--- src/vrfe_pkg.sv ---
`timescale 1ns / 1ps
// ----------------------------------------------------------------------------
// vrfe_pkg
// Types and constants shared by the varint record field encoder.
// ----------------------------------------------------------------------------
package vrfe_pkg;

    localparam int FUNC_W     = 3;
    localparam int UVALUE_W   = 64;
    localparam int SVALUE_W   = 32;
    localparam int BYTE_W     = 8;
    localparam int GROUP_W    = 7;
    localparam int COUNT_W    = 4;
    localparam int FMASK_W    = 5;
    localparam int CMD_FIFO_DEPTH = 2;

    // function codes
    localparam logic [FUNC_W-1:0] FUNC_U32  = 3'd0;
    localparam logic [FUNC_W-1:0] FUNC_U64  = 3'd1;
    localparam logic [FUNC_W-1:0] FUNC_S32  = 3'd2;
    localparam logic [FUNC_W-1:0] FUNC_RAW  = 3'd3;
    localparam logic [FUNC_W-1:0] FUNC_LE64 = 3'd4;

    localparam logic [BYTE_W-1:0] CONT_BIT = 8'h80;

    // group encodings carry a continuation bit, byte encodings shift out raw bytes
    typedef enum logic {
        KIND_GROUP = 1'b0,
        KIND_BYTES = 1'b1
    } t_kind;

    typedef struct packed {
        t_kind                kind;
        logic [GROUP_W-1:0]   first;
        logic [UVALUE_W-1:0]  rest;
        logic [COUNT_W-1:0]   max_bytes;
        logic [FMASK_W-1:0]   final_mask;
    } t_cmd;

endpackage

--- src/vrfe_if.sv ---
`timescale 1ns / 1ps
// ----------------------------------------------------------------------------
// vrfe_if
// Valid/ready channels for input items and encoded bytes.
// ----------------------------------------------------------------------------
interface vrfe_in_if;
    logic        valid;
    logic        ready;
    logic [2:0]  func;
    logic [63:0] uvalue;
    logic signed [31:0] svalue;

    modport source (output valid, output func, output uvalue, output svalue, input ready);
    modport sink   (input valid, input func, input uvalue, input svalue, output ready);
endinterface

interface vrfe_out_if;
    logic       valid;
    logic       ready;
    logic [7:0] out_byte;
    logic       last_byte;

    modport source (output valid, output out_byte, output last_byte, input ready);
    modport sink   (input valid, input out_byte, input last_byte, output ready);
endinterface

--- src/vrfe_front.sv ---
`timescale 1ns / 1ps
// ----------------------------------------------------------------------------
// vrfe_front
// Classifies an input item into an encoding command for the back end.
// ----------------------------------------------------------------------------
module vrfe_front
    import vrfe_pkg::*;
(
    input  logic [FUNC_W-1:0]          i_func,
    input  logic [UVALUE_W-1:0]        i_uvalue,
    input  logic signed [SVALUE_W-1:0] i_svalue,
    output logic                       o_cmd_used,
    output t_cmd                       o_cmd
);

    logic                neg;
    logic [SVALUE_W-1:0] mag;

    // two's complement of the most negative value gives 2^31, as wanted
    assign neg = i_svalue[SVALUE_W-1];
    assign mag = neg ? (~i_svalue + 32'd1) : i_svalue;

    always_comb begin
        o_cmd_used        = 1'b1;
        o_cmd.kind        = KIND_GROUP;
        o_cmd.first       = i_uvalue[GROUP_W-1:0];
        o_cmd.rest        = '0;
        o_cmd.max_bytes   = 4'd1;
        o_cmd.final_mask  = 5'h0f;
        unique case (i_func)
            FUNC_U32: begin
                o_cmd.rest       = {39'd0, i_uvalue[31:7]};
                o_cmd.max_bytes  = 4'd5;
                o_cmd.final_mask = 5'h0f;
            end
            FUNC_U64: begin
                o_cmd.rest       = {7'd0, i_uvalue[63:7]};
                o_cmd.max_bytes  = 4'd10;
                o_cmd.final_mask = 5'h01;
            end
            FUNC_S32: begin
                o_cmd.first      = {mag[5:0], neg};
                o_cmd.rest       = {38'd0, mag[31:6]};
                o_cmd.max_bytes  = 4'd5;
                o_cmd.final_mask = 5'h1f;
            end
            FUNC_RAW: begin
                o_cmd.kind       = KIND_BYTES;
                o_cmd.rest       = {56'd0, i_uvalue[7:0]};
                o_cmd.max_bytes  = 4'd1;
            end
            FUNC_LE64: begin
                o_cmd.kind       = KIND_BYTES;
                o_cmd.rest       = i_uvalue;
                o_cmd.max_bytes  = 4'd8;
            end
            default: begin
                // unused codes produce nothing
                o_cmd_used = 1'b0;
            end
        endcase
    end

endmodule

--- src/vrfe_cmd_fifo.sv ---
`timescale 1ns / 1ps
// ----------------------------------------------------------------------------
// vrfe_cmd_fifo
// Short command queue decoupling the classifier from the byte emitter.
// ----------------------------------------------------------------------------
module vrfe_cmd_fifo
    import vrfe_pkg::*;
#(
    parameter int DEPTH = CMD_FIFO_DEPTH
) (
    input  logic i_clk,
    input  logic i_rst_n,
    input  logic i_push,
    input  t_cmd i_push_cmd,
    output logic o_full,
    input  logic i_pop,
    output logic o_empty,
    output t_cmd o_head
);

    localparam int AW = (DEPTH > 1) ? $clog2(DEPTH) : 1;
    localparam int CW = $clog2(DEPTH + 1);
    localparam logic [AW-1:0] LAST_PTR = AW'(DEPTH - 1);
    localparam logic [CW-1:0] DEPTH_C  = CW'(DEPTH);

    t_cmd          r_mem [DEPTH];
    logic [AW-1:0] r_wr_ptr;
    logic [AW-1:0] r_rd_ptr;
    logic [CW-1:0] r_count;
    logic          do_push;
    logic          do_pop;

    assign o_full  = (r_count == DEPTH_C);
    assign o_empty = (r_count == '0);
    assign o_head  = r_mem[r_rd_ptr];
    assign do_push = i_push && !o_full;
    assign do_pop  = i_pop && !o_empty;

    always_ff @(posedge i_clk) begin
        if (do_push) begin
            r_mem[r_wr_ptr] <= i_push_cmd;
        end
    end

    always_ff @(posedge i_clk) begin
        if (!i_rst_n) begin
            r_wr_ptr <= '0;
            r_rd_ptr <= '0;
            r_count  <= '0;
        end else begin
            if (do_push) begin
                r_wr_ptr <= (r_wr_ptr == LAST_PTR) ? '0 : r_wr_ptr + 1'b1;
            end
            if (do_pop) begin
                r_rd_ptr <= (r_rd_ptr == LAST_PTR) ? '0 : r_rd_ptr + 1'b1;
            end
            if (do_push && !do_pop) begin
                r_count <= r_count + 1'b1;
            end else if (do_pop && !do_push) begin
                r_count <= r_count - 1'b1;
            end
        end
    end

    a_count_bound: assert property (@(posedge i_clk) disable iff (!i_rst_n)
        r_count <= DEPTH_C)
        else $error("command queue count beyond depth");

    a_no_push_full: assert property (@(posedge i_clk) disable iff (!i_rst_n)
        i_push |-> !o_full)
        else $error("push into full command queue");

endmodule

--- src/vrfe_back.sv ---
`timescale 1ns / 1ps
// ----------------------------------------------------------------------------
// vrfe_back
// Byte emitter: walks one command, one output byte per cycle while the
// output is not stalled, into an output register.
// ----------------------------------------------------------------------------
module vrfe_back
    import vrfe_pkg::*;
(
    input  logic        i_clk,
    input  logic        i_rst_n,
    input  logic        i_cmd_valid,
    input  t_cmd        i_cmd,
    output logic        o_cmd_pop,
    vrfe_out_if.source  o_out
);

    logic                r_busy;
    t_kind               r_kind;
    logic [GROUP_W-1:0]  r_b;
    logic [UVALUE_W-1:0] r_rest;
    logic [COUNT_W-1:0]  r_k;
    logic [COUNT_W-1:0]  r_max;
    logic [FMASK_W-1:0]  r_mask;
    logic                r_fin;
    logic                r_out_valid;
    logic [BYTE_W-1:0]   r_out_byte;
    logic                r_out_last;

    logic                out_free;
    logic                step;
    logic                step_last;
    logic [BYTE_W-1:0]   step_byte;
    logic                load;
    logic [GROUP_W-1:0]  n_b;
    logic [UVALUE_W-1:0] n_rest;
    logic [COUNT_W-1:0]  n_k;
    logic                n_fin;

    assign out_free  = !r_out_valid || o_out.ready;
    assign step      = r_busy && out_free;
    assign load      = i_cmd_valid && (!r_busy || (step && step_last));
    assign o_cmd_pop = load;

    always_comb begin
        step_byte = '0;
        step_last = 1'b0;
        n_b       = r_b;
        n_rest    = r_rest;
        n_k       = r_k + 1'b1;
        n_fin     = r_fin;
        unique case (r_kind)
            KIND_BYTES: begin
                step_byte = r_rest[BYTE_W-1:0];
                step_last = (n_k == r_max);
                n_rest    = r_rest >> BYTE_W;
            end
            KIND_GROUP: begin
                if (r_fin) begin
                    step_byte = {3'd0, r_rest[FMASK_W-1:0] & r_mask};
                    step_last = 1'b1;
                end else if (r_rest == '0) begin
                    step_byte = {1'b0, r_b};
                    step_last = 1'b1;
                end else begin
                    step_byte = CONT_BIT | {1'b0, r_b};
                    // the byte at the final position takes what is left, masked
                    if (n_k == r_max - 1'b1) begin
                        n_fin = 1'b1;
                    end else begin
                        n_b    = r_rest[GROUP_W-1:0];
                        n_rest = r_rest >> GROUP_W;
                    end
                end
            end
            default: begin
                step_last = 1'b1;
            end
        endcase
    end

    always_ff @(posedge i_clk) begin
        if (load) begin
            r_kind <= i_cmd.kind;
            r_b    <= i_cmd.first;
            r_rest <= i_cmd.rest;
            r_max  <= i_cmd.max_bytes;
            r_mask <= i_cmd.final_mask;
            r_k    <= '0;
            r_fin  <= 1'b0;
        end else if (step) begin
            r_b    <= n_b;
            r_rest <= n_rest;
            r_k    <= n_k;
            r_fin  <= n_fin;
        end
        if (step) begin
            r_out_byte <= step_byte;
            r_out_last <= step_last;
        end
    end

    always_ff @(posedge i_clk) begin
        if (!i_rst_n) begin
            r_busy      <= 1'b0;
            r_out_valid <= 1'b0;
        end else begin
            if (load) begin
                r_busy <= 1'b1;
            end else if (step && step_last) begin
                r_busy <= 1'b0;
            end
            if (step) begin
                r_out_valid <= 1'b1;
            end else if (o_out.ready) begin
                r_out_valid <= 1'b0;
            end
        end
    end

    assign o_out.valid     = r_out_valid;
    assign o_out.out_byte  = r_out_byte;
    assign o_out.last_byte = r_out_last;

    a_k_in_range: assert property (@(posedge i_clk) disable iff (!i_rst_n)
        r_busy |-> (r_k < r_max))
        else $error("byte index past item length");

    a_fin_is_last: assert property (@(posedge i_clk) disable iff (!i_rst_n)
        (r_busy && r_fin) |-> step_last)
        else $error("final group byte not flagged last");

    a_load_when_free: assert property (@(posedge i_clk) disable iff (!i_rst_n)
        load |-> (!r_busy || step_last))
        else $error("command loaded over an unfinished item");

    a_step_drives_out: assert property (@(posedge i_clk) disable iff (!i_rst_n)
        step |=> r_out_valid)
        else $error("emitted byte not presented");

endmodule

--- src/varint_record_field_encoder.sv ---
`timescale 1ns / 1ps
// ----------------------------------------------------------------------------
// varint_record_field_encoder
// Encodes one record field per item into varint, signed varint, raw or
// little-endian bytes, one output byte per cycle while the output is not stalled.
// ----------------------------------------------------------------------------
//  channel  | dir | payload                         | handshake
//  i_in     | in  | func[2:0] uvalue[63:0] svalue   | valid/ready
//  o_out    | out | out_byte[7:0] last_byte         | valid/ready
//
//  An item produces 1 (raw), 8 (eight-byte), 1..5 (32-bit and signed)
//  or 1..10 (64-bit) output bytes.
//  Function codes 5..7 are accepted and produce no bytes.
//  Input is taken while the command queue has room, so items are accepted
//  back to back while the emitter works; bytes of consecutive items follow
//  without a gap. Output stalls hold the output register and back up the queue.
//  Reset is synchronous and clears the queue, emitter and output valid.
// ----------------------------------------------------------------------------
module varint_record_field_encoder
    import vrfe_pkg::*;
#(
    parameter int CMD_DEPTH = CMD_FIFO_DEPTH
) (
    input  logic       i_clk,
    input  logic       i_rst_n,
    vrfe_in_if.sink    i_in,
    vrfe_out_if.source o_out
);

    logic cmd_used;
    t_cmd front_cmd;
    logic fifo_full;
    logic fifo_empty;
    t_cmd head_cmd;
    logic cmd_pop;

    vrfe_front u_front (
        .i_func     (i_in.func),
        .i_uvalue   (i_in.uvalue),
        .i_svalue   (i_in.svalue),
        .o_cmd_used (cmd_used),
        .o_cmd      (front_cmd)
    );

    assign i_in.ready = !fifo_full;

    vrfe_cmd_fifo #(
        .DEPTH (CMD_DEPTH)
    ) u_fifo (
        .i_clk      (i_clk),
        .i_rst_n    (i_rst_n),
        .i_push     (i_in.valid && !fifo_full && cmd_used),
        .i_push_cmd (front_cmd),
        .o_full     (fifo_full),
        .i_pop      (cmd_pop),
        .o_empty    (fifo_empty),
        .o_head     (head_cmd)
    );

    vrfe_back u_back (
        .i_clk       (i_clk),
        .i_rst_n     (i_rst_n),
        .i_cmd_valid (!fifo_empty),
        .i_cmd       (head_cmd),
        .o_cmd_pop   (cmd_pop),
        .o_out       (o_out)
    );

endmodule

--- src/flat_wrapper.sv ---
// flat-port wrapper written by rule: the top's interface ports become plain ports
module varint_record_field_encoder_flat import vrfe_pkg::*;
#(
    parameter int CMD_DEPTH = CMD_FIFO_DEPTH
)
  (i_clk, i_rst_n, i_in_valid, i_in_func, i_in_uvalue, i_in_svalue, i_in_ready, o_out_valid, o_out_out_byte, o_out_last_byte, o_out_ready);
  vrfe_in_if i_in_i ();
  vrfe_out_if o_out_i ();
  input  logic i_clk;
  input  logic i_rst_n;
  input wire logic [$bits(i_in_i.valid)-1:0] i_in_valid;
  input wire logic [$bits(i_in_i.func)-1:0] i_in_func;
  input wire logic [$bits(i_in_i.uvalue)-1:0] i_in_uvalue;
  input wire logic [$bits(i_in_i.svalue)-1:0] i_in_svalue;
  output wire logic [$bits(i_in_i.ready)-1:0] i_in_ready;
  output wire logic [$bits(o_out_i.valid)-1:0] o_out_valid;
  output wire logic [$bits(o_out_i.out_byte)-1:0] o_out_out_byte;
  output wire logic [$bits(o_out_i.last_byte)-1:0] o_out_last_byte;
  input wire logic [$bits(o_out_i.ready)-1:0] o_out_ready;
  assign i_in_i.valid = i_in_valid;
  assign i_in_i.func = i_in_func;
  assign i_in_i.uvalue = i_in_uvalue;
  assign i_in_i.svalue = i_in_svalue;
  assign i_in_ready = i_in_i.ready;
  assign o_out_valid = o_out_i.valid;
  assign o_out_out_byte = o_out_i.out_byte;
  assign o_out_last_byte = o_out_i.last_byte;
  assign o_out_i.ready = o_out_ready;
  varint_record_field_encoder #(.CMD_DEPTH(CMD_DEPTH)) u_core (.i_clk(i_clk), .i_rst_n(i_rst_n), .i_in(i_in_i), .o_out(o_out_i));
endmodule
--- config.mk ---
export PLATFORM = sky130hd
export DESIGN_NAME = varint_record_field_encoder_flat
export DESIGN_NICKNAME = d
export VERILOG_FILES = /design/src/vrfe_pkg.sv /design/src/vrfe_if.sv /design/src/vrfe_front.sv /design/src/vrfe_cmd_fifo.sv /design/src/vrfe_back.sv /design/src/varint_record_field_encoder.sv /design/src/flat_wrapper.sv
export SDC_FILE = /design/constraint.sdc
export NUM_CORES = 1
export LEC_CHECK = 0
export ABC_AREA = 1
export CAP_MARGIN = 20
export CORE_ASPECT_RATIO = 1.5
export CORE_MARGIN = 3
export CORE_UTILIZATION = 58
export CTS_BUF_LIST = sky130_fd_sc_hd__clkbuf_16
export DETAILED_ROUTE_END_ITERATION = 10
export DONT_BUFFER_PORTS = 1
export GPL_TIMING_DRIVEN = 0
export PLACE_DENSITY = 0.76
export SETUP_SLACK_MARGIN = 0.4
export SKIP_LAST_GASP = 1
export SLEW_MARGIN = 20
export SYNTH_ARGS = -nofsm -noshare
export SYNTH_HDL_FRONTEND = slang
export SYNTH_SLANG_ARGS = --single-unit
--- constraint.sdc ---
create_clock -name i_clk -period 5.3 [get_ports i_clk]
set_clock_uncertainty 0.2 [all_clocks]
set_input_delay 0.53 -clock i_clk [delete_from_list [all_inputs] [get_ports i_clk]]
set_output_delay 0.53 -clock i_clk [all_outputs]
set_load 0.02 [all_outputs]
After elaboration in Yosys (flattened, before gate mapping)
Memory sizes are Yosys's and may differ from the RTL's. A register that Yosys moved wholly into a read port is not among the register bits.
Cells that the tools add are included.
{"block": "totals", "ff_bits": 101, "latchBits": 0, "mem_bits_rw": 162, "romBits": 0, "input_bits": 103, "mem_count": 1}
{"memory": "u_core.u_fifo.r_mem", "depth": 2, "width": 81, "rd": 1, "rd_clocked_by_memory_dff": 1, "write_ports": 1, "line_no": "vrfe_cmd_fifo.sv:26", "rtl": "t_cmd r_mem [DEPTH];"}
{"block": "op_classes", "addsub": 7, "mul": 0, "n_div": 0, "magnitude_cmp": 0, "n_eq_ne": 14, "shift": 0, "mux": 39, "bitwise": 3, "reduce_logical": 29}
{"cell": "$pmux 68 s5", "count": 1}
{"cell": "$mux 64", "count": 5}
{"cell": "$pmux 64 s2", "count": 1}
{"cell": "$logic_not 64->1", "count": 1}
{"cell": "$mux 7", "count": 7}
{"cell": "$add 32x1->32 const B", "count": 1}
{"cell": "$mux 32", "count": 1}
{"cell": "$not 32->32", "count": 1}
{"cell": "$mux 1", "count": 17}
{"cell": "$mux 8", "count": 2}
{"cell": "$pmux 8 s2", "count": 1}
{"cell": "$pmux 5 s2", "count": 1}
{"cell": "$logic_and 1x1->1", "count": 9}
{"cell": "$ne 3x2->1 const B", "count": 3}
{"cell": "$eq 4x4->1", "count": 2}
{"cell": "$ne 2x1->1 const B", "count": 4}
{"cell": "$reduce_bool 2->1", "count": 4}
{"cell": "$eq 3x2->1 const B", "count": 2}
{"cell": "$logic_not 1->1", "count": 6}
{"cell": "$and 5x5->5", "count": 1}
{"cell": "$reduce_and 5->1", "count": 1}
{"cell": "$reduce_or 5->1", "count": 1}
{"cell": "$add 4x1->4 const B", "count": 1}
{"cell": "$mux 2", "count": 2}
{"cell": "other kinds (15)", "count": 17}

Depth between registers and ports, before layout
Gate-level depths: netlist of the first run.
{"block": "depth", "depth_word": 11, "mapped_depth": 19, "mapped_depth_nobuf": 17}

Hierarchy
A second synthesis of the first run with hierarchy kept.
{"block": "unflattened", "hier_cells": 1398, "area_unflattened_um2": 13900.8}
{"module": "vrfe_cmd_fifo", "instances": 1, "cells_per_inst": 290, "area_each_um2": 6493.7}
{"module": "vrfe_back", "instances": 1, "cells_per_inst": 668, "area_each_um2": 5247.5}
{"module": "vrfe_front", "instances": 1, "cells_per_inst": 436, "area_each_um2": 2142.1}
{"module": "varint_record_field_encoder", "instances": 1, "cells_per_inst": 4, "area_each_um2": 17.5}

Worst setup path after synthesis of the first run
Ideal clock, no wire load.
{"block": "synth_timing", "kind": "input to register", "start": "input port i_in_func[1]", "end": "memory u_core.u_fifo.r_mem[1][10] in the netlist's numbering, enable pin", "setup_time_ns": 0.516, "t_arrival_ns": 4.327, "slack_ns": 0.257, "stages": 5, "n_path_buf": 0, "cell_sequence": "nor2_1 > nor2_1 > nor3_1 > inv_1 > nor2_1"}
{"block": "synth_via", "elab_chain_cells": 7, "elab_cells_between_ends": 11}
{"item": "from (decl)", "line_no": "flat_wrapper.sv:12", "rtl": "input wire logic [$bits(i_in_i.func)-1:0] i_in_func;"}
{"item": "$eq 3x3->1, or another cell as far along", "line_no": "vrfe_front.sv:30", "rtl": "unique case (i_func)"}
{"item": "$reduce_or 5->1 (no line) *"}
{"item": "$mux 1 *", "line_no": "vrfe_front.sv:30"}
{"item": "$logic_and 1x1->1 *", "line_no": "varint_record_field_encoder.sv:52", "rtl": ".i_push (i_in.valid && !fifo_full && cmd_used),"}
{"item": "$logic_and 1x1->1 *", "line_no": "vrfe_cmd_fifo.sv:36", "rtl": "assign do_push = i_push && !o_full;"}
{"item": "net u_core.u_fifo.do_push", "line_no": "vrfe_cmd_fifo.sv:30", "rtl": "logic do_push;"}
{"item": "$mux 1 *", "line_no": "vrfe_cmd_fifo.sv:40", "rtl": "if (do_push) begin"}
{"item": "$mux 1 (implied by the code) *", "line_no": "vrfe_cmd_fifo.sv:41", "rtl": "r_mem[r_wr_ptr] <= i_push_cmd;"}
{"item": "to (decl)", "line_no": "vrfe_cmd_fifo.sv:26"}
Mark *: on every way through the listed nets, which the timed path passes. The rest lies on a longest branch.

Final worst setup path of the first run
{"block": "layout_timing", "start": "register u_core.u_back.r_rest[34]", "end": "register u_core.u_back.r_b[0], enable pin"}
{"block": "layout_via", "elab_chain_cells": 9, "elab_cells_between_ends": 13}
{"item": "from (decl)", "line_no": "vrfe_back.sv:21", "rtl": "logic [UVALUE_W-1:0] r_rest;"}
{"item": "from (signal assigned)", "line_no": "vrfe_back.sv:86", "rtl": "r_rest <= i_cmd.rest;"}
{"item": "from (signal assigned)", "line_no": "vrfe_back.sv:93", "rtl": "r_rest <= n_rest;"}
{"item": "$logic_not 64->1 *", "line_no": "vrfe_back.sv:62", "rtl": "end else if (r_rest == '0) begin"}
{"item": "$mux 1 *", "line_no": "vrfe_back.sv:62"}
{"item": "$mux 1 *", "line_no": "vrfe_back.sv:59", "rtl": "if (r_fin) begin"}
{"item": "$pmux 1 s2 *", "line_no": "vrfe_back.sv:52", "rtl": "unique case (r_kind)"}
{"item": "$logic_and 1x1->1 *", "line_no": "vrfe_back.sv:42", "rtl": "assign load = i_cmd_valid && (!r_busy || (step && step_last));"}
{"item": "$logic_or 1x1->1 *", "line_no": "vrfe_back.sv:42"}
{"item": "$logic_and 1x1->1 *", "line_no": "vrfe_back.sv:42"}
{"item": "net u_core.cmd_pop", "line_no": "varint_record_field_encoder.sv:35", "rtl": "logic cmd_pop;"}
{"item": "$ne 2x1->1 (no line) or $reduce_bool 2->1 (tied branches)"}
{"item": "$reduce_and 5->1 (no line) *"}
{"item": "to (signal assigned)", "line_no": "vrfe_back.sv:85", "rtl": "r_b <= i_cmd.first;"}
{"item": "to (signal assigned)", "line_no": "vrfe_back.sv:92", "rtl": "r_b <= n_b;"}
{"item": "to (decl)", "line_no": "vrfe_back.sv:20", "rtl": "logic [GROUP_W-1:0] r_b;"}
Marked as above.
A chain may end at the register's enable or synchronous reset.

==> implementation parameters, run 1 <==
Parameter                              Value

Run status
  Outcome    completed

Place
  Count of input and output buffers    0
  Hpwl dp    22600 µm
  Weighted congestion at the end of routability-driven global placement    0.876

Floorplan
  Placeable Area    0.0212 mm²
  Total number of placement rows    65
  Die ar.    0.0236 mm²
  Effective utilization at floorplan    0.594
  Floorplan die height    187 µm
  Overall die width    126 µm
  Boundary pin count    114

CTS
  Later-pin clock latency in the skew report    0.52 ns
  Post-CTS resize count    0
  Clock Tree Buf Depth    3
  Clock root buffer    clkbuf_16
  CTS Sinks    255
  Post-CTS Setup Bufs    0
  Clock input transition at the sequential cells of the worst setup and hold paths    0.07 ns
  Num CTS Buffers    23
  Depth of the CTS H-tree    1
  CTS tree    built

Worst hold path
  Instance count along the most critical hold path    2
  Worst min-delay path category    in -> reg

Layout
  Area taken by flip-flops and latches    0.00754 mm²
  Net count of the finished layout    1391
  Filler instances    1656
  Number of diodes added for antenna fixing    0
  Area occupied by multi-input gates    0.00444 mm²
  Area Growth Syn to Fin    10.1%
  Fraction of final layout cells sized beyond drive strength 1    0.113

Power
  Fraction of power consumed by sequential logic    0.420
  Pint    5.09 mW
  Lkg Pwr    5.42 nW
  Sw power    3.02 mW
  Switching Share    0.372
  Share of power burned in the clock network    0.208
  Max IR drop VDD    0.254 mV
  Logic gate share of total power    0.372
  Overall power after layout    8.10 mW
  Power Density    584 mW/mm²

Global routing
  First-pass GRT wire length    47700 µm
  Initial antenna violation count    0
  GRT Util Overall    0.255
  Number of global-route vias before repair    9285
  Residual overflow from global routing    0
  Maximum number of pins on one net before global-route repair    34

Critical path
  Number of cells on the worst reg-to-reg path    11
  Slowest library cell on the worst path    a21oi_2
  Most numerous cell on the critical path    nor2_1
  Required time at the worst-slack endpoint    5.23 ns
  Type of the worst setup path    reg -> reg
  CP startpoint kind    flip-flop
  Delay of the slowest critical-path stage    0.65 ns
  Cells along the critical path    nor2_1, nand2_1, nor2_1, nand2_1, nor2_1, nand2_1, nand2_2, nand3_4, a21oi_2, nor2_1, nor2_1
  Arrival time of the worst setup path    3.20 ns
  Max Fanout on Critical Path    13
  Category of the worst setup path capture point    flip-flop

Drt
  Total wire length after detailed routing    30300 µm
  Count of nets left with antenna violations after detail routing    0
  Routed wire per std cell    19.3 µm
  Post-detailed-route via-to-cell ratio    5.80
  Number of remaining DRC errors    0
  Via count    9095
  Violation count after the first detailed-route iteration    826
  Detailed-router iteration count before antenna repair    5

Synthesis
  Leading area contributor after synthesis    edfxtp_1
  Seq cells post-synth    255
  Post-Syn Area per Cell    10.1 µm²
  Sequential cell area fraction in the yosys report    0.598
  Gate Count Post-Synth    1251
  Commonest cells post-synth    nand2_1, edfxtp_1, nor2_1, inv_1, mux2i_1
  Share of synthesized registers carrying an async set or reset    0
  Net count after synthesis    1358
  Dominant register cell in the synthesized netlist    edfxtp_1
  Largest cells by area after synthesis    edfxtp_1, nand2_1, mux2i_1
  Area share of the leading cell type in the synthesized netlist    0.579
  Number of synthesized flops with an enable pin    243
  Total standard cell area after synthesis    0.0126 mm²
  Synth warnings    0
  Count of different cell masters after synthesis    35
  Most used standard cell by instance count after synthesis    nand2_1

Timing
  Unrepaired setup endpoints after global routing    no
  Setup TNS    0 ns
  Rel. slew slack    0.374
  Measured slew at the worst slew-check pin    0.932 ns
  Minimum clock period    3.26 ns
  Final worst-path cycle share    0.616
  # setup viols final    0
  Total count of hold-check failures in the final report    0
  Peak clock frequency supported by timing    0.306 GHz
  Final number of max-transition violations    0

Flow run
  Maximum capacitance violations    0
-- routing by layer --
| layer | vias up | wire length [µm] | global-route usage | share of wire |
|---|---|---|---|---|
| li1 | 4347 | - | - | - |
| met1 | 4332 | 11100 | 0.300 | 0.37 |
| met5 | - | 0 | 0 | 0 |
| met4 | 0 | 1150 | 0.0945 | 0.038 |
| met3 | 72 | 2080 | 0.0470 | 0.068 |
| met2 | 344 | 16000 | 0.462 | 0.53 |
-- area by class of cell --
type,instances,area share
buffer,56,0.0225
timing repair buffer,8,0.0114
clock buffer,23,0.0415
sequential,255,0.543
clock inverter,18,0.0129
multi-input combinational,849,0.320
inverter,91,0.0246
tap,268,0.0242
-- state kept, by name, indices dropped and copies added, names as in the netlist, named ones only --
name and flops:
u_core.u_back.o_out.last_byte 1, u_core.u_back.o_out.out_byte 8, u_core.u_back.o_out.valid 1, u_core.u_back.r_b 7, u_core.u_back.r_busy 1, u_core.u_back.r_fin 1, u_core.u_back.r_k 4, u_core.u_back.r_kind 1
u_core.u_back.r_mask 2, u_core.u_back.r_max 4, u_core.u_back.r_rest 64, u_core.u_fifo.r_count 2, u_core.u_fifo.r_mem 156, u_core.u_fifo.r_rd_ptr 1, u_core.u_fifo.r_wr_ptr 1
-- timing repair --
action                     in CTS  in global routing
hold buffers                    1                  0
setup endpoints to repair       0                  0
hold endpoints to repair        7                  0
-- worst max-delay path: cells and delay by family (launching register included) --
family          cells  cell delay [ns]
flops               1             0.45
compound gates      1             0.65
simple gates       10             1.55
-- path summary, 6_finish.rpt --
path / start / slack, ns / to
worst max-delay path: u_core.u_back.r_rest[34]$_DFFE_PP_ / 2.04 / u_core.u_back.r_b[0]$_DFFE_PP_
worst min-delay path: i_in_uvalue[25] / 0.04 / u_core.u_fifo.r_mem[1][27]$_DFFE_PP_
worst max register to register: u_core.u_back.r_rest[34]$_DFFE_PP_ / 2.04 / u_core.u_back.r_b[0]$_DFFE_PP_
worst min register to register: u_core.u_fifo.r_count[1]$_SDFFE_PN0P_ / 0.29 / u_core.u_fifo.r_count[1]$_SDFFE_PN0P_
-- placed cells by master (no fill, tap or decap), drive strengths merged --
cell / instances
edfxtp: 243
nand2: 411
nor2: 108
nand3: 41
clkbuf: 56
nand3b: 4
xnor2: 4
inv: 93
xor2: 6
a22oi: 16
dlygate4sd3: 1
o211ai: 5
dfxtp: 12
nor4: 1
nor3: 10
ha: 4
o21ai: 108
a21oi: 29
clkinv: 12
a22o: 2
a31oi: 1
mux2i: 64
buf: 30
o31ai: 3
o22ai: 24
nand4: 8
bufinv: 4
-- cells by family after synthesis --
group / synth area share
and+or+nand+nor: 0.191
DFF: 0.598
AOI/OAI and AO/OA: 0.0974
buffers and inverters: 0.0519
muxes: 0.0508
xor gates and xnor gates: 0.00695
adders and majority gates: 0.00397
-- per-stage QoR --
step | setup slack [ns] | std cells | hold slack (ns) | cell area, µm² | util
CTS | 2.04 | 1568 | 0.0275 | 13900 | 0.654
global route | 1.77 | 1568 | 0.0542 | 13900 | 0.654
detailed placement | 2.11 | 1526 | 0.277 | 13100 | 0.618
floorplan | 1.56 | 1251 | 0.259 | 12600 | -
global placement | 0.229 | 1519 | 0.272 | 12900 | 0.610
finish | 2.04 | 1568 | 0.0410 | 13900 | 0.654
-- power groups by stage --
stage               combinational [mW]  sequential, mW  clock (mW)
floorplan                         2.26            3.38           0
detailed placement                3.00            3.43           0
CTS                               3.02            3.40        1.69
global placement                  2.84            3.48           0
finish                            3.01            3.40        1.69
global route                      3.33            3.46        1.78
No activity file was read; power rests on OpenSTA's default activity.
==> inputs of run 2 (changes only) <==
--- a/config.mk
+++ b/config.mk
@@ -9,12 +9,12 @@
 export CAP_MARGIN = 20
 export CORE_ASPECT_RATIO = 1.5
 export CORE_MARGIN = 3
-export CORE_UTILIZATION = 58
+export CORE_UTILIZATION = 64
 export CTS_BUF_LIST = sky130_fd_sc_hd__clkbuf_16
 export DETAILED_ROUTE_END_ITERATION = 10
 export DONT_BUFFER_PORTS = 1
 export GPL_TIMING_DRIVEN = 0
-export PLACE_DENSITY = 0.76
+export PLACE_DENSITY = 0.8
 export SETUP_SLACK_MARGIN = 0.4
 export SKIP_LAST_GASP = 1
 export SLEW_MARGIN = 20
==> constraint.sdc (replaced) <==
create_clock -name i_clk -period 3.1 [get_ports i_clk]
set_clock_uncertainty 0.2 [all_clocks]
set_input_delay 0.31 -clock i_clk [delete_from_list [all_inputs] [get_ports i_clk]]
set_output_delay 0.31 -clock i_clk [all_outputs]
set_load 0.02 [all_outputs]
==> implementation parameters, run 2 (synthesis results as in run 1) <==
Parameter                              Value

CTS
  Clock input transition at the sequential cells of the worst setup and hold paths    0.07 ns (about the same)
  CTS Sinks    255 (unchanged)
  Clock Tree Buf Depth    3 (unchanged)
  CTS tree    built (unchanged)
  Later-pin clock latency in the skew report    0.52 ns (about the same)
  Num CTS Buffers    23 (unchanged)
  Depth of the CTS H-tree    1 (unchanged)
  Clock root buffer    clkbuf_16 (unchanged)

Critical path
  Category of the worst setup path capture point    flip-flop (unchanged)
  Cells along the critical path    nor2_1, nand2_1, nor2_2, nand2_2, nor2_4, nand2_2, nand2_4, nand3_4, nand2_4, nand2_8, buf_12, buf_8, ha_4, a21oi_1, o21ai_1, o21ai_1, a21oi_1 (was nor2_1, nand2_1, nor2_1, nand2_1, nor2_1, nand2_1, nand2_2, nand3_4, a21oi_2, nor2_1, nor2_1)
  Launch instance of the worst register-to-register path    u_core.u_back.r_rest[35]$_DFFE_PP_ (was u_core.u_back.r_rest[34]$_DFFE_PP_)
  Delay of the slowest critical-path stage    0.44 ns (was 0.65 ns)
  Max Fanout on Critical Path    10 (was 13)
  Arrival time of the worst setup path    3.03 ns (was 3.20 ns)
  Required time at the worst-slack endpoint    3.30 ns (was 5.23 ns)
  CP startpoint kind    flip-flop (unchanged)
  Type of the worst setup path    reg -> reg (unchanged)
  Capture instance of the worst register-to-register path    u_core.u_fifo.r_count[1]$_SDFFE_PN0P_ (was u_core.u_back.r_b[0]$_DFFE_PP_)
  Buffer and inverter count on the worst path    2 (was 0)
  Slowest library cell on the worst path    edfxtp_1 (was a21oi_2)
  R2r setup slk    0.27 ns (was 2.04 ns)
  Number of cells on the worst reg-to-reg path    17 (was 11)
  Largest delay contributor family on the critical path    simple AND/OR/NAND/NOR gates (unchanged)

Drt
  Number of remaining DRC errors    0 (unchanged)
  Post-detailed-route via-to-cell ratio    5.97 (was 5.80)
  Routed wire per std cell    20.7 µm (was 19.3 µm)
  Via count    10200 (was 9095)
  Count of nets left with antenna violations after detail routing    0 (unchanged)
  Total wire length after detailed routing    35400 µm (was 30300 µm)
  Detailed-router iteration count before antenna repair    6 (was 5)
  Violation count after the first detailed-route iteration    1173 (was 826)

Floorplan
  Boundary pin count    114 (unchanged)
  Overall die width    121 µm (was 126 µm)
  Die ar.    0.0214 mm² (was 0.0236 mm²)
  Effective utilization at floorplan    0.655 (was 0.594)
  Floorplan die height    178 µm (was 187 µm)
  Placeable Area    0.0192 mm² (was 0.0212 mm²)
  Total number of placement rows    62 (was 65)

Power
  Lkg Pwr    6.19 nW (was 5.42 nW)
  Power Density    990 mW/mm² (was 584 mW/mm²)
  Sw power    5.97 mW (was 3.02 mW)
  Max IR drop VDD    0.469 mV (was 0.254 mV)
  Logic gate share of total power    0.441 (was 0.372)
  Fraction of power consumed by sequential logic    0.378 (was 0.420)
  Overall power after layout    15.4 mW (was 8.10 mW)
  Share of power burned in the clock network    0.181 (was 0.208)
  Pint    9.47 mW (was 5.09 mW)
  Switching Share    0.387 (was 0.372)

Layout
  Number of flip-flops in the largest register    156 (unchanged)
  Fraction of the core area covered by cells at the end of the flow    0.811 (was 0.654)
  Final standard cell count with taps included and fillers excluded    1711 (was 1568)
  Fraction of final layout cells sized beyond drive strength 1    0.147 (was 0.113)
  Most common cell after layout, fill and taps aside    nand2_1 (unchanged)
  Area Growth Syn to Fin    23.7% (was 10.1%)
  Net count of the finished layout    1547 (was 1391)
  Commonest cells after routing, fill and taps aside    nand2_1, edfxtp_1, dlygate4sd3_1, nor2_1, inv_1 (was nand2_1, edfxtp_1, nor2_1, inv_1, mux2i_1)
  Largest reg by FF count    u_core.u_fifo.r_mem (unchanged)

Worst hold path
  Instance count along the most critical hold path    2 (unchanged)
  Terminating pin of the worst hold path    u_core.u_fifo.r_mem[1][17]$_DFFE_PP_ (was u_core.u_fifo.r_mem[1][27]$_DFFE_PP_)
  Worst min-delay path category    in -> reg (unchanged)
  Start point of the worst hold path    i_in_svalue[14] (was i_in_uvalue[25])

Place
  Setup WS pre-CTS    -0.125 ns (was 2.11 ns)
  Placed cell count    1513 (was 1526)
  Hpwl dp    22100 µm (was 22600 µm)
  Count of input and output buffers    0 (unchanged)
  Weighted congestion at the end of routability-driven global placement    0.903 (was 0.876)

Global routing
  Number of global-route vias before repair    10300 (was 9285)
  Maximum number of pins on one net before global-route repair    27 (was 34)
  First-pass GRT wire length    52900 µm (was 47700 µm)
  Initial antenna violation count    2 (was 0)
  Residual overflow from global routing    0 (unchanged)
  GRT Util Overall    0.318 (was 0.255)

Timing
  Peak clock frequency supported by timing    0.353 GHz (was 0.306 GHz)
  Total count of hold-check failures in the final report    0 (unchanged)
  Rel. slew slack    0.336 (was 0.374)
  Measured slew at the worst slew-check pin    0.997 ns (was 0.932 ns)
  Worst hold margin    0.00990 ns (was 0.0410 ns)
  Unrepaired setup endpoints after global routing    yes (was no)
  Minimum clock period    2.83 ns (was 3.26 ns)
  # setup viols final    0 (unchanged)
  Final number of max-transition violations    0 (unchanged)
  Fin worst setup slack    0.269 ns (was 2.04 ns)
  Final worst-path cycle share    0.913 (was 0.616)

Run status
  Outcome    completed (unchanged)

Flow run
  Maximum capacitance violations    0 (unchanged)
[run 2: changes by cell type in the layout (fill, tap and decap cells not counted), moves of 5 or more]
cell           previous run  this run
nor2_1                  104        96
nand2_8                   0         7
buf_4                     0        35
nand2_1                 376       369
dlygate4sd3_1             1       109
nor2_4                    2         7
[run 2: what timing repair did]
action / in CTS / in global routing
pin swaps: 11 / 13
hold buffers: 109 / 0
cloned: 5 / 2
endpoints found under the hold margin: 153 / 0
resized for setup: 26 / 22
setup endpoints to repair: 73 / 239
setup buffers: 22 / 20
[run 2: final cells by class]
type | count | area [µm²]
antenna | 2 | 5.00
buffer | 56 | 330
clock buffer | 23 | 576
clock inverter | 15 | 139
fill | 1125 | 3640
inverter | 91 | 342
multi-input combinational | 855 | 4690
sequential | 255 | 7540
tap | 256 | 320
timing repair buffer | 158 | 1660
[run 2: worst register-to-register path, cell delays in order (launching register included)]
cell and delay [ns]:
edfxtp_1 0.44, nor2_1 0.16, nand2_1 0.10, nor2_2 0.14, nand2_2 0.11, nor2_4 0.14, nand2_2 0.10, nand2_4 0.09
nand3_4 0.09, nand2_4 0.11, nand2_8 0.09, buf_12 0.15, buf_8 0.15, ha_4 0.23, a21oi_1 0.13, o21ai_1 0.11
o21ai_1 0.12, a21oi_1 0.05
[run 2: how the worst max path moves through the flow]
stage                                                  to                                  start  cells after the start
detailed placement     u_core.u_back.r_rest[29]$_DFFE_PP_     u_core.u_back.r_rest[28]$_DFFE_PP_                     14
floorplan            u_core.u_fifo.r_mem[1][10]$_DFFE_PP_                           i_in_func[1]                      5
finish              u_core.u_fifo.r_count[1]$_SDFFE_PN0P_     u_core.u_back.r_rest[35]$_DFFE_PP_                     17
global placement     u_core.u_fifo.r_mem[1][40]$_DFFE_PP_                           i_in_func[1]                      5
global route        u_core.u_fifo.r_count[1]$_SDFFE_PN0P_     u_core.u_back.r_rest[36]$_DFFE_PP_                     17
CTS                  u_core.u_fifo.r_mem[1][38]$_DFFE_PP_  u_core.u_fifo.r_count[1]$_SDFFE_PN0P_                      6
[run 2: stage by stage]
| step | area (µm²) | TNS, ns |
|---|---|---|
| floorplan | 12600 | -64.71 |
| global placement | 12900 | -275.24 |
| detailed placement | 13100 | -8.42 |
| CTS | 15300 | 0 |
| global route | 15600 | 0 |
| finish | 15600 | 0 |
[run 2: layer usage]
| layer | GRT usage | vias up | part of all wire |
|---|---|---|---|
| li1 | - | 4660 | - |
| met1 | 0.357 | 4841 | 0.35 |
| met2 | 0.578 | 583 | 0.52 |
| met3 | 0.0510 | 137 | 0.074 |
| met4 | 0.164 | 0 | 0.058 |
| met5 | 0 | - | 0 |
[run 2: power by group through the flow]
stage	Combinational, mW	Clock [mW]	Sequential, mW
after floorplan	3.88	0	5.74
after global placement	4.86	0	5.90
after detailed placement	5.09	0	5.90
after CTS	6.23	2.79	5.80
after global routing	7.32	2.91	5.90
final	6.81	2.79	5.83
==> inputs of run 3 (changes only) <==
--- a/config.mk
+++ b/config.mk
@@ -9,12 +9,12 @@
 export CAP_MARGIN = 20
 export CORE_ASPECT_RATIO = 1.5
 export CORE_MARGIN = 3
-export CORE_UTILIZATION = 64
+export CORE_UTILIZATION = 65
 export CTS_BUF_LIST = sky130_fd_sc_hd__clkbuf_16
 export DETAILED_ROUTE_END_ITERATION = 10
 export DONT_BUFFER_PORTS = 1
 export GPL_TIMING_DRIVEN = 0
-export PLACE_DENSITY = 0.8
+export PLACE_DENSITY = 0.81
 export SETUP_SLACK_MARGIN = 0.4
 export SKIP_LAST_GASP = 1
 export SLEW_MARGIN = 20
==> constraint.sdc (replaced) <==
create_clock -name i_clk -period 3.5 [get_ports i_clk]
set_clock_uncertainty 0.2 [all_clocks]
set_input_delay 0.35 -clock i_clk [delete_from_list [all_inputs] [get_ports i_clk]]
set_output_delay 0.35 -clock i_clk [all_outputs]
set_load 0.02 [all_outputs]
==> implementation parameters, run 3 (synthesis results as in run 1) <==
Parameter                              Value

Run status
  Outcome    completed (unchanged)

Layout
  Most common cell after layout, fill and taps aside    nand2_1 (unchanged)
  Largest reg by FF count    u_core.u_fifo.r_mem (unchanged)
  Number of flip-flops in the largest register    156 (unchanged)
  Commonest cells after routing, fill and taps aside    nand2_1, edfxtp_1, nor2_1, inv_1, dlygate4sd3_1 (was nand2_1, edfxtp_1, dlygate4sd3_1, nor2_1, inv_1)
  Area occupied by multi-input gates    0.00449 mm² (was 0.00469 mm²)
  Filler instances    1209 (was 1125)
  Area taken by flip-flops and latches    0.00754 mm² (about the same)
  Fraction of final layout cells sized beyond drive strength 1    0.112 (was 0.147)
  Net count of the finished layout    1481 (was 1547)
  Area Growth Syn to Fin    17.5% (was 23.7%)
  Number of diodes added for antenna fixing    0 (was 2)

Floorplan
  Die ar.    0.0211 mm² (was 0.0214 mm²)
  Boundary pin count    114 (unchanged)
  Placeable Area    0.0188 mm² (was 0.0192 mm²)
  Floorplan die height    177 µm (was 178 µm)
  Effective utilization at floorplan    0.671 (was 0.655)
  Overall die width    120 µm (was 121 µm)
  Total number of placement rows    61 (was 62)

Global routing
  GRT Util Overall    0.302 (was 0.318)
  Residual overflow from global routing    0 (unchanged)
  Met1 Track Usage GR    0.344 (was 0.357)
  Met3 usage in global routing    0.0404 (was 0.0510)
  Maximum number of pins on one net before global-route repair    34 (was 27)
  Initial antenna violation count    0 (was 2)
  Busiest metal layer after global routing    met2 (unchanged)
  Number of global-route vias before repair    9767 (was 10300)
  Met2 Use GR    0.554 (was 0.578)
  First-pass GRT wire length    49400 µm (was 52900 µm)

Drt
  Total wire length after detailed routing    32500 µm (was 35400 µm)
  Detailed-router iteration count before antenna repair    5 (was 6)
  Via count    9714 (was 10200)
  Post-detailed-route via-to-cell ratio    5.92 (was 5.97)
  Routed wire per std cell    19.8 µm (was 20.7 µm)
  Number of remaining DRC errors    0 (unchanged)
  Count of nets left with antenna violations after detail routing    0 (unchanged)
  Violation count after the first detailed-route iteration    1048 (was 1173)

Critical path
  Arrival time of the worst setup path    3.31 ns (was 3.03 ns)
  Capture instance of the worst register-to-register path    u_core.u_fifo.r_count[1]$_SDFFE_PN0P_ (unchanged)
  R2r setup slk    0.38 ns (was 0.27 ns)
  Number of cells on the worst reg-to-reg path    16 (was 17)
  Launch instance of the worst register-to-register path    u_core.u_back.r_k[0]$_SDFFE_PN0P_ (was u_core.u_back.r_rest[35]$_DFFE_PP_)
  Required time at the worst-slack endpoint    3.70 ns (was 3.30 ns)
  Max Fanout on Critical Path    10 (unchanged)
  Category of the worst setup path capture point    flip-flop (unchanged)
  Crit path launch    u_core.u_back.r_k[0]$_SDFFE_PN0P_ (was u_core.u_back.r_rest[35]$_DFFE_PP_)
  CP startpoint kind    flip-flop (unchanged)
  Type of the worst setup path    reg -> reg (unchanged)

CTS
  Clock Tree Buf Depth    3 (unchanged)
  Later-pin clock latency in the skew report    0.52 ns (about the same)
  Clock input transition at the sequential cells of the worst setup and hold paths    0.06 ns (was 0.07 ns)
  CTS tree    built (unchanged)
  CTS Sinks    255 (unchanged)
  Depth of the CTS H-tree    1 (unchanged)
  Num CTS Buffers    23 (unchanged)
  Clock root buffer    clkbuf_16 (unchanged)

Timing
  Measured slew at the worst slew-check pin    0.978 ns (was 0.997 ns)
  Final number of max-transition violations    0 (unchanged)
  Unrepaired setup endpoints after global routing    yes (unchanged)
  Total count of hold-check failures in the final report    0 (unchanged)
  Fin worst setup slack    0.383 ns (was 0.269 ns)
  Setup TNS    0 ns (unchanged)
  Peak clock frequency supported by timing    0.321 GHz (was 0.353 GHz)
  Final worst-path cycle share    0.890 (was 0.913)
  Rel. slew slack    0.348 (was 0.336)
  Minimum clock period    3.12 ns (was 2.83 ns)
  # setup viols final    0 (unchanged)

Power
  Lkg Pwr    5.81 nW (was 6.19 nW)
  Max IR drop VDD    0.532 mV (was 0.469 mV)
  Power Density    850 mW/mm² (was 990 mW/mm²)

Worst hold path
  Terminating pin of the worst hold path    u_core.u_fifo.r_mem[1][22]$_DFFE_PP_ (was u_core.u_fifo.r_mem[1][17]$_DFFE_PP_)
  Start point of the worst hold path    i_in_svalue[19] (was i_in_svalue[14])
  Instance count along the most critical hold path    2 (unchanged)
  Worst min-delay path category    in -> reg (unchanged)

Place
  Setup WS pre-CTS    0.254 ns (was -0.125 ns)
  Hpwl dp    22400 µm (was 22100 µm)
  Count of input and output buffers    0 (unchanged)
  Weighted congestion at the end of routability-driven global placement    0.923 (was 0.903)

Flow run
  Maximum capacitance violations    0 (unchanged)
## run 3: worst max-delay path by stage
| stage | end | slack [ns] | cells after the start |
|---|---|---|---|
| finish | u_core.u_fifo.r_count[1]$_SDFFE_PN0P_ | 0.38 | 16 |
| CTS | u_core.u_fifo.r_count[1]$_SDFFE_PN0P_ | 0.43 | 16 |
| detailed placement | u_core.u_back.r_b[2]$_DFFE_PP_ | 0.25 | 10 |
| global route | u_core.u_fifo.r_count[1]$_SDFFE_PN0P_ | 0.26 | 16 |
| global placement | u_core.u_fifo.r_mem[1][38]$_DFFE_PP_ | -1.25 | 5 |
| floorplan | u_core.u_fifo.r_mem[1][10]$_DFFE_PP_ | -0.06 | 5 |
## run 3: layer usage
| layer | routed length (µm) | vias up | part of all wire |
|---|---|---|---|
| li1 | - | 4535 | - |
| met1 | 11500 | 4533 | 0.35 |
| met2 | 17000 | 525 | 0.52 |
| met3 | 2320 | 121 | 0.071 |
| met4 | 1730 | 0 | 0.053 |
| met5 | 0 | - | 0 |
## run 3: area by class of cell
cell class	count	area share
well taps	252	0.0213
clock inverters	18	0.0110
repair buffers	97	0.0728
plain buffers	56	0.0211
inverters	91	0.0231
multi-input cells	850	0.303
flip-flops and latches	255	0.509
clock buffers	23	0.0389
## run 3: repair_timing
item | in CTS | in global routing
setup buffers | 0 | 2
hold buffers | 88 | 0
hold endpoints to repair | 139 | 0
gates resized for setup | 4 | 8
pin swaps | 0 | 2
cloned | 0 | 1
endpoints found under the setup margin | 40 | 40
## run 3: stage by stage
step | utilization | cells | hold slack (ns) | power, mW | cell area [µm²]
2_1_floorplan | - | 1251 | 0.259 | 8.52 | 12600
3_3_place_gp | 0.689 | 1503 | 0.271 | 9.51 | 12900
3_5_place_dp | 0.698 | 1510 | 0.287 | 9.75 | 13100
4_1_cts | 0.786 | 1639 | 0.0000145 | 12.4 | 14800
5_1_grt | 0.789 | 1642 | 0.00605 | 13.2 | 14800
6_report | 0.789 | 1642 | 0.00392 | 12.6 | 14800
## run 3: critical path, stage by stage (launching register included)
cell and delay, ns:
dfxtp_2 0.35, ha_1 0.36, xnor2_1 0.19, nand2_1 0.10, nor2_1 0.12, nand2_1 0.08
nand2_2 0.10, nand3_4 0.12, nand2_4 0.12, nand2_4 0.10, buf_6 0.18, buf_6 0.17
ha_1 0.33, a21oi_2 0.14, o21ai_1 0.11, o21ai_1 0.14, a21oi_1 0.06
## run 3: power breakdown
| part | leakage (nW) | switching, mW | internal (mW) |
|---|---|---|---|
| clock | 0.372 | 1.07 | 1.42 |
| combinational | 3.01 | 3.17 | 1.74 |
| sequential | 2.44 | 0.539 | 4.64 |
| total | 5.81 | 4.78 | 7.80 |
